[config.mk]
export PLATFORM = sky130hd
export DESIGN_NAME = length_checksum_frame_receiver
export DESIGN_NICKNAME = d
export VERILOG_FILES = /design/src/sv/lcfr_pkg.sv /design/src/sv/lcfr_datapath.sv /design/src/sv/lcfr_ctrl.sv /design/src/sv/length_checksum_frame_receiver.sv
export VERILOG_INCLUDE_DIRS = /design/src /design/src/sv
export SDC_FILE = /design/constraint.sdc
export NUM_CORES = 1
export LEC_CHECK = 0
export ABC_AREA = 1
export CORE_MARGIN = 10
export CORE_UTILIZATION = 55
export DETAILED_ROUTE_END_ITERATION = 16
export DONT_BUFFER_PORTS = 1
export MAX_ROUTING_LAYER = met4
export PLACE_DENSITY = 0.78
export RECOVER_POWER = 50
export SKIP_CTS_REPAIR_TIMING = 1
export SLEW_MARGIN = 15
export SYNTH_ARGS = -nofsm -noshare
export SYNTH_HDL_FRONTEND = slang
export SYNTH_SLANG_ARGS = --single-unit
[constraint.sdc]
create_clock -name clock -period 3.9 [get_ports clock]
set_input_delay 0.585 -clock clock [delete_from_list [all_inputs] [get_ports clock]]
set_output_delay 0.585 -clock clock [all_outputs]
set_load 0.01 [all_outputs]
[src/sv/length_checksum_frame_receiver_macros.svh]
// Assertion macros for the frame receiver.
// Needs nothing else; included by the top level only.
`ifndef LENGTH_CHECKSUM_FRAME_RECEIVER_MACROS_SVH
`define LENGTH_CHECKSUM_FRAME_RECEIVER_MACROS_SVH

// Same-cycle implication, disabled during reset.
`define LCFR_ASSERT_IMP(lbl, clk, rst, ante, cons) \
   lbl: assert property (@(posedge clk) disable iff (rst) (ante) |-> (cons)) \
      else $error("lcfr: check failed");

// Next-cycle implication, disabled during reset.
`define LCFR_ASSERT_NXT(lbl, clk, rst, ante, cons) \
   lbl: assert property (@(posedge clk) disable iff (rst) (ante) |=> cons) \
      else $error("lcfr: check failed");

`endif

[src/sv/lcfr_pkg.sv]
// Shared types and constants for the frame receiver.
// No dependencies.
`default_nettype none

package lcfr_pkg;

   localparam int MAX_FRAME = 64;
   localparam int CNT_W     = $clog2(MAX_FRAME + 1);
   localparam int IDX_W     = $clog2(MAX_FRAME);
   localparam int BYTE_W    = 8;
   localparam int TOTAL_W   = 9;
   localparam int ADDR_W    = 2;

   // position of the length byte, and bytes in a frame besides the payload
   localparam logic [CNT_W-1:0]   LEN_POS        = CNT_W'(4);
   localparam logic [TOTAL_W-1:0] FRAME_OVERHEAD = TOTAL_W'(7);

   localparam logic [ADDR_W-1:0] REG_HEADER  = 2'd0;
   localparam logic [ADDR_W-1:0] REG_TAIL    = 2'd1;
   localparam logic [ADDR_W-1:0] REG_MAX_LEN = 2'd2;

   typedef enum logic [1:0] {
      ST_RECV,
      ST_FETCH,
      ST_SHOW
   } lcfr_state_type;

   typedef struct packed {
      logic accept;   // input byte transfer this cycle
      logic fetch;    // load output register from the frame buffer
      logic advance;  // step to the next buffered byte
   } lcfr_cmd_type;

   typedef struct packed {
      logic frame_ok; // accepted byte completes a good frame
      logic out_last; // output register holds the final byte
   } lcfr_status_type;

endpackage

`default_nettype wire

[src/sv/lcfr_datapath.sv]
// Datapath: byte counter, running sum, frame buffer and output register.
// Depends on lcfr_pkg.
`default_nettype none

module lcfr_datapath (
   input  wire logic                          clock,
   input  wire logic                          reset,
   input  wire lcfr_pkg::lcfr_cmd_type        cmd,
   output lcfr_pkg::lcfr_status_type          status,
   input  wire logic [lcfr_pkg::BYTE_W-1:0]   rx_byte,
   input  wire logic [lcfr_pkg::BYTE_W-1:0]   header_code,
   input  wire logic [lcfr_pkg::BYTE_W-1:0]   tail_code,
   input  wire logic [lcfr_pkg::CNT_W-1:0]    max_frame_len,
   output logic      [lcfr_pkg::BYTE_W-1:0]   frame_byte,
   output logic      [lcfr_pkg::IDX_W-1:0]    byte_index,
   output logic                               last_byte
);
   import lcfr_pkg::*;

   logic [CNT_W-1:0]   count_ff, count_in, count_inc, limit;
   logic [TOTAL_W-1:0] total_ff, total_in, total_new;
   logic [BYTE_W-1:0]  sum_ff, sum_in;
   logic [BYTE_W-1:0]  prev_ff, prev_in;
   logic [IDX_W-1:0]   rd_idx_ff, end_ff;
   logic [BYTE_W-1:0]  out_byte_ff;
   logic [IDX_W-1:0]   out_idx_ff;
   logic               out_last_ff;
   logic               wr_en, done, frame_ok;
   logic [BYTE_W-1:0]  frame_mem [MAX_FRAME];

   assign limit = (max_frame_len == '0 || max_frame_len > CNT_W'(MAX_FRAME))
                  ? CNT_W'(MAX_FRAME) : max_frame_len;
   assign count_inc = count_ff + CNT_W'(1);
   assign total_new = (count_ff == LEN_POS)
                      ? {{(TOTAL_W-BYTE_W){1'b0}}, rx_byte} + FRAME_OVERHEAD
                      : total_ff;

   always_comb begin
      count_in = count_ff;
      total_in = total_ff;
      sum_in   = sum_ff;
      prev_in  = prev_ff;
      wr_en    = 1'b0;
      done     = 1'b0;
      frame_ok = 1'b0;
      if (cmd.accept) begin
         if (count_ff == '0) begin
            if (rx_byte == header_code) begin
               wr_en    = 1'b1;
               prev_in  = rx_byte;
               sum_in   = rx_byte;
               count_in = CNT_W'(1);
               if (CNT_W'(1) >= limit) begin
                  count_in = '0;
                  sum_in   = '0;
               end
            end
         end else begin
            wr_en    = 1'b1;
            prev_in  = rx_byte;
            sum_in   = sum_ff + rx_byte;
            total_in = total_new;
            count_in = count_inc;
            done     = (total_new != '0) &&
                       ({{(TOTAL_W-CNT_W){1'b0}}, count_inc} == total_new);
            // tail sits in the byte before the checksum
            frame_ok = done && (prev_ff == tail_code) && (sum_ff == rx_byte);
            if (done || count_inc >= limit) begin
               count_in = '0;
               total_in = '0;
               sum_in   = '0;
            end
         end
      end
   end

   always_ff @(posedge clock) begin
      if (reset) begin
         count_ff  <= '0;
         total_ff  <= '0;
         sum_ff    <= '0;
         rd_idx_ff <= '0;
      end else begin
         count_ff <= count_in;
         total_ff <= total_in;
         sum_ff   <= sum_in;
         if (frame_ok) begin
            rd_idx_ff <= '0;
         end else if (cmd.advance) begin
            rd_idx_ff <= rd_idx_ff + IDX_W'(1);
         end
      end
   end

   // payload registers
   always_ff @(posedge clock) begin
      prev_ff <= prev_in;
      if (frame_ok) begin
         end_ff <= count_ff[IDX_W-1:0];
      end
      if (cmd.fetch) begin
         out_idx_ff  <= rd_idx_ff;
         out_last_ff <= (rd_idx_ff == end_ff);
      end
   end

   // frame buffer: one write port, registered read
   always_ff @(posedge clock) begin
      if (wr_en) begin
         frame_mem[count_ff[IDX_W-1:0]] <= rx_byte;
      end
      if (cmd.fetch) begin
         out_byte_ff <= frame_mem[rd_idx_ff];
      end
   end

   assign status.frame_ok = frame_ok;
   assign status.out_last = out_last_ff;
   assign frame_byte      = out_byte_ff;
   assign byte_index      = out_idx_ff;
   assign last_byte       = out_last_ff;

endmodule

`default_nettype wire

[src/sv/lcfr_ctrl.sv]
// Controller: receive / fetch / show sequencing and stream handshakes.
// Depends on lcfr_pkg.
`default_nettype none

module lcfr_ctrl (
   input  wire logic                       clock,
   input  wire logic                       reset,
   input  wire logic                       in_valid,
   output logic                            in_ready,
   output logic                            out_valid,
   input  wire logic                       out_ready,
   input  wire lcfr_pkg::lcfr_status_type  status,
   output lcfr_pkg::lcfr_cmd_type          cmd
);
   import lcfr_pkg::*;

   lcfr_state_type state_ff, state_in;

   always_ff @(posedge clock) begin
      if (reset) begin
         state_ff <= ST_RECV;
      end else begin
         state_ff <= state_in;
      end
   end

   always_comb begin
      state_in  = state_ff;
      in_ready  = 1'b0;
      out_valid = 1'b0;
      cmd       = '0;
      unique case (state_ff)
         ST_RECV: begin
            in_ready   = 1'b1;
            cmd.accept = in_valid;
            if (in_valid && status.frame_ok) begin
               state_in = ST_FETCH;
            end
         end
         ST_FETCH: begin
            cmd.fetch = 1'b1;
            state_in  = ST_SHOW;
         end
         ST_SHOW: begin
            out_valid = 1'b1;
            if (out_ready) begin
               if (status.out_last) begin
                  state_in = ST_RECV;
               end else begin
                  cmd.advance = 1'b1;
                  state_in    = ST_FETCH;
               end
            end
         end
         default: begin
            state_in = ST_RECV;
         end
      endcase
   end

endmodule

`default_nettype wire

[src/sv/length_checksum_frame_receiver.sv]
// Frame receiver top: config registers, controller and datapath.
// A good frame starts out after its last byte: the controller passes through fetch (buffer read) into show.
// Throughput: one input byte a cycle while receiving; a good frame is then sent out with a buffer
// read plus an output transfer per byte, input stalled meanwhile.
// Reset (synchronous, high): counters cleared, header 0, tail 0, max length 64.
// Depends on lcfr_pkg and length_checksum_frame_receiver_macros.svh.
`default_nettype none

module length_checksum_frame_receiver (
   input  wire logic                         clock,
   input  wire logic                         reset,
   // input stream
   input  wire logic                         req_tvalid,
   output logic                              req_tready,
   input  wire logic [7:0]                   req_tdata,   // [7:0] rx_byte
   // result stream
   output logic                              rsp_tvalid,
   input  wire logic                         rsp_tready,
   output logic      [15:0]                  rsp_tdata,   // [7:0] frame_byte, [13:8] byte_index
   output logic                              rsp_tlast,   // last_byte
   // configuration writes
   input  wire logic                         csr_we,
   input  wire logic [lcfr_pkg::ADDR_W-1:0]  csr_addr,
   input  wire logic [7:0]                   csr_wdata
);
   import lcfr_pkg::*;

   logic [BYTE_W-1:0] header_ff, tail_ff;
   logic [CNT_W-1:0]  max_len_ff;
   lcfr_cmd_type      cmd;
   lcfr_status_type   status;
   logic [BYTE_W-1:0] frame_byte;
   logic [IDX_W-1:0]  byte_index;
   logic              last_byte;

   // config registers; writes to unused indexes are dropped
   always_ff @(posedge clock) begin
      if (reset) begin
         header_ff  <= '0;
         tail_ff    <= '0;
         max_len_ff <= CNT_W'(MAX_FRAME);
      end else if (csr_we) begin
         unique case (csr_addr)
            REG_HEADER:  header_ff  <= csr_wdata;
            REG_TAIL:    tail_ff    <= csr_wdata;
            REG_MAX_LEN: max_len_ff <= csr_wdata[CNT_W-1:0];
            default: ;
         endcase
      end
   end

   lcfr_ctrl u_ctrl (
      .clock     (clock),
      .reset     (reset),
      .in_valid  (req_tvalid),
      .in_ready  (req_tready),
      .out_valid (rsp_tvalid),
      .out_ready (rsp_tready),
      .status    (status),
      .cmd       (cmd)
   );

   lcfr_datapath u_datapath (
      .clock         (clock),
      .reset         (reset),
      .cmd           (cmd),
      .status        (status),
      .rx_byte       (req_tdata),
      .header_code   (header_ff),
      .tail_code     (tail_ff),
      .max_frame_len (max_len_ff),
      .frame_byte    (frame_byte),
      .byte_index    (byte_index),
      .last_byte     (last_byte)
   );

   assign rsp_tdata = {2'b00, byte_index, frame_byte};
   assign rsp_tlast = last_byte;

   // ---- checks ----
   `include "length_checksum_frame_receiver_macros.svh"

   // no byte taken while a frame is being sent out
   `LCFR_ASSERT_IMP(a_no_rx_during_tx, clock, reset, rsp_tvalid, !req_tready)
   // a non-final output transfer is followed by the next byte after a buffer fetch
   `LCFR_ASSERT_NXT(a_tx_continues, clock, reset,
                    rsp_tvalid && rsp_tready && !rsp_tlast, ##1 rsp_tvalid)
   // and its index is one higher
   `LCFR_ASSERT_NXT(a_tx_index_step, clock, reset,
                    rsp_tvalid && rsp_tready && !rsp_tlast,
                    ##1 (byte_index == $past(byte_index, 2) + IDX_W'(1)))
   // a frame starts at index zero
   `LCFR_ASSERT_IMP(a_tx_first_index, clock, reset,
                    $rose(rsp_tvalid) && $past(req_tready, 2), byte_index == '0)

endmodule

`default_nettype wire
==> flow_summary.yaml <==
setup_path:
  setup.worst_path.start: "u_datapath.count_ff[1]"
  crit_fanout: 14
  regToRegStartpoint: "u_datapath.count_ff[1]"
  cp.arrival_ns: 3.46
  critPathKind: "register to register"
  crit_required_ns: 4.16
  cp-end-kind: "register"
  cp-start-kind: "register"
timing:
  hold_violations: 0
  maxSlewHeadroom: -0.06058
  fin_crit_sh: 0.8205
  setup_viol: 0
  setup_slack_ns: 0.6999
  skew_ns: 0.03366
  drv_slew: 79
  holdWs_ns: 0.01588
  timing.setup.tns_ns: 0
  rsz0062_at_grt: "no"
  max_freq_mhz: 312.5
  fin_crit_ns: 3.200
  worst-slew-pin-transition_ns: 1.591
floorplan:
  die_h_microns: 232.4
  rows: 77
  die_w_microns: 232.4
  io_pins: 42
  dieArea_sq_mm: 0.05403
  initial_core_util: 0.5589
  core_sq_mm: 0.04441
cts:
  cts_tree: "yes"
  clk_pin_slew_ns: 0.06
  insertion_delay_ns: 0.64
  root_buffer: "clkbuf_16"
  clock-sinks: 596
  cts_max_path_buffers: 3
  htreeDepth: 2
  cts_buffers: 57
drt:
  drc: 0
  drtIter0Drc: 2382
  wirelength_mm: 62.62
  postRouteAntennaNets: 0
  vias: 17100
  firstDrtPassIters: 6
  vias_per_cell: 6.269
  wl_per_cell_microns: 22.96
pwr:
  seqPwrFrac: 0.547
  swShare: 0.1947
  intPower_mw: 10.26
  clkPwrFrac: 0.445
  vdd_drop_max_uv: 365.5
  powerDensity_mw_per_mm2: 467.0
  p_comb_frac: 0.008
  p_sw_mw: 2.479
  power_leakage_nw: 9.085
final_layout:
  instances_no_fill: 2727
  layout.nets: 2128
  area_growth_syn_to_layout_pct: 9.869
  insertedDiodeCount: 0
  n_fill_cell: 3273
  seqCellArea_sq_mm: 0.01735
  multi_input_area_sq_mm: 0.006639
  drive_gt1_frac: 0.07541
  post-route-util: 0.6141
logic_synthesis:
  synth_edf_count: 541
  synth_xor_area_frac: 0.01013
  synth_top_family_by_area: "simple AND/OR/NAND/NOR gates"
  synth_seq_cells: 596
  synth_fa_ha_area_frac: 0.009880
  syn_area_sq_mm: 0.02482
  yosys-mux-area-fraction: 0
  avgSynthCellArea_sq_um: 11.73
  synthSimpleGateAreaFrac: 0.1328
  seq_area_frac_synth: 0.6988
  synth_flop_cell: "edfxtp_1"
  synthArstFlopShare: 0
  synth_cells: 2117
  synth_cell_types: 46
  synth-compound-area-share: 0.1141
  yosysWarningCount: 0
global_routing:
  antenna_found_initial: 0
  grt_max_degree: 209
  grt_pass1_wl_mm: 96.34
  track_usage: 0.2364
  grt.overflow.total: 0
  grt_pass1_vias: 16590
run_status:
  status: "finished with violations"
  violations: "max-capacitance violations, max-slew violations"
placed_design:
  dp_hpwl_mm: 36.30
  place_worst_setup_slack_ns: 0.7114
  portBuffers: 0
  place_inst: 2618
  place_congestion: 0.9122
flow_run:
  cap_viol_max_count: 1
worst_hold_path:
  hold_class: "input pin to register"
  min_from: "reset"
-- routing by layer --
metal  wire [microns]  share of wire  global-route usage  up-vias
li1                 -              -                   -     7652
met1            23750           0.38              0.2978     8208
met2            29660           0.47              0.3703     1072
met3             6619           0.11             0.04612      164
met4             2594          0.041              0.1005        0
met5                0              0                   -        -
-- synth_stat cells, types with 2 or more instances --
cell type  number  area share
nor3_1         12      0.0024
buf_4           3     0.00091
inv_2          10      0.0015
o221ai_1       49       0.017
clkinv_1        6     0.00091
buf_6           6      0.0027
inv_1          61      0.0092
o211ai_1       16      0.0048
buf_2           7      0.0014
nand2_2         4      0.0010
xor2_2          2      0.0013
edfxtp_1      541        0.65
o22ai_1        79       0.020
a31oi_1         2     0.00050
nand3_1        73       0.015
nand4_1        61       0.015
xnor2_1         9      0.0032
a21oi_1        59       0.012
ha_1           18      0.0091
xor2_1         16      0.0056
nand3b_1        2     0.00060
nor4_1          2     0.00050
or2_2          10      0.0025
nor3_2          2     0.00081
nor2_1        390       0.059
nor2_4          3      0.0014
buf_1           3     0.00045
nand2_1       202       0.031
nand2_4         3      0.0014
o21ai_0       287       0.058
dfxtp_1        55       0.044
clkbuf_1      109       0.016
nor2_2          2     0.00050
-- flip-flops by register name, summed over array words and instances (netlist names), 8 cells and up --
signal                 cells
u_datapath.sum_ff          8
header_ff                  8
tail_ff                    8
u_datapath.total_ff        9
u_datapath.frame_byte      8
u_datapath.prev_ff         8
u_datapath.frame_mem     512
-- kinds of logic (layout without fill, tap and decap cells) --
group / count (synthesis) / count (layout)
AO/OA/AOI/OAI: 497 / 497
XOR/XNOR: 27 / 27
adder cells (fa/ha/maj): 19 / 19
buffers and inverters: 207 / 224
flip-flops: 596 / 596
other: 1 / 2
AND/OR/NAND/NOR: 770 / 770
-- cells in the final DEF, fill, tap and decap left out, drive strengths merged, types with 2 or more instances in the layout --
master / Yosys / layout
edfxtp: 541 / 541
nor2: 396 / 396
o21ai: 287 / 287
nand2: 209 / 209
o22ai: 79 / 79
clkbuf: 110 / 76
nand3: 74 / 74
inv: 72 / 73
nand4: 61 / 61
a21oi: 59 / 59
dfxtp: 55 / 55
o221ai: 49 / 49
buf: 19 / 34
clkinv: 6 / 32
ha: 18 / 18
xor2: 18 / 18
o211ai: 16 / 16
nor3: 14 / 14
or2: 10 / 10
xnor2: 9 / 9
bufinv: 0 / 8
nor4: 2 / 2
a31oi: 2 / 2
nand3b: 2 / 2
conb: 1 / 2
-- per-stage QoR --
step	area (sq um)	total power [mW]
final	27270	12.74
after CTS	27270	12.77
after floorplan	24830	7.195
after global placement	25350	7.203
after detailed placement	25350	7.207
after global routing	27270	13.04
-- power groups by stage --
stage / clock [mW] / combinational [mW] / sequential, mW
CTS: 5.70 / 0.100 / 6.97
floorplan: 0 / 0.0853 / 7.11
finish: 5.66 / 0.102 / 6.97
detailed placement: 0 / 0.0995 / 7.11
global route: 5.96 / 0.118 / 6.97
global placement: 0 / 0.0961 / 7.11
-- path summary, 6_finish.rpt --
kind / to / slack (ns) / depth (start not counted)
max reg2reg: u_datapath.frame_mem[25][7] / 0.70 / 9
min reg2reg: u_datapath.total_ff[3] / 0.46 / 2
min: u_datapath.count_ff[4] / 0.02 / 1
max: u_datapath.frame_mem[25][7] / 0.70 / 9
-- critical path, cell delays in order (launching register included) --
cell	delay, ns
dfxtp_1	0.50
inv_1	0.13
ha_1	0.25
nand2_1	0.09
nor3_2	0.06
nor2_2	0.14
inv_2	0.13
nand2_1	0.34
nand2_1	0.51
nor2_1	0.70
-- final cells by class --
cell class	instances	share of cell area
clock buffer	73	0.05487
clock inverter	35	0.01551
inverter	78	0.01115
multi-input combinational	1315	0.2434
sequential	596	0.6363
tap	592	0.02716
timing repair buffer	38	0.01156
Power figures use the tool's default switching activity.
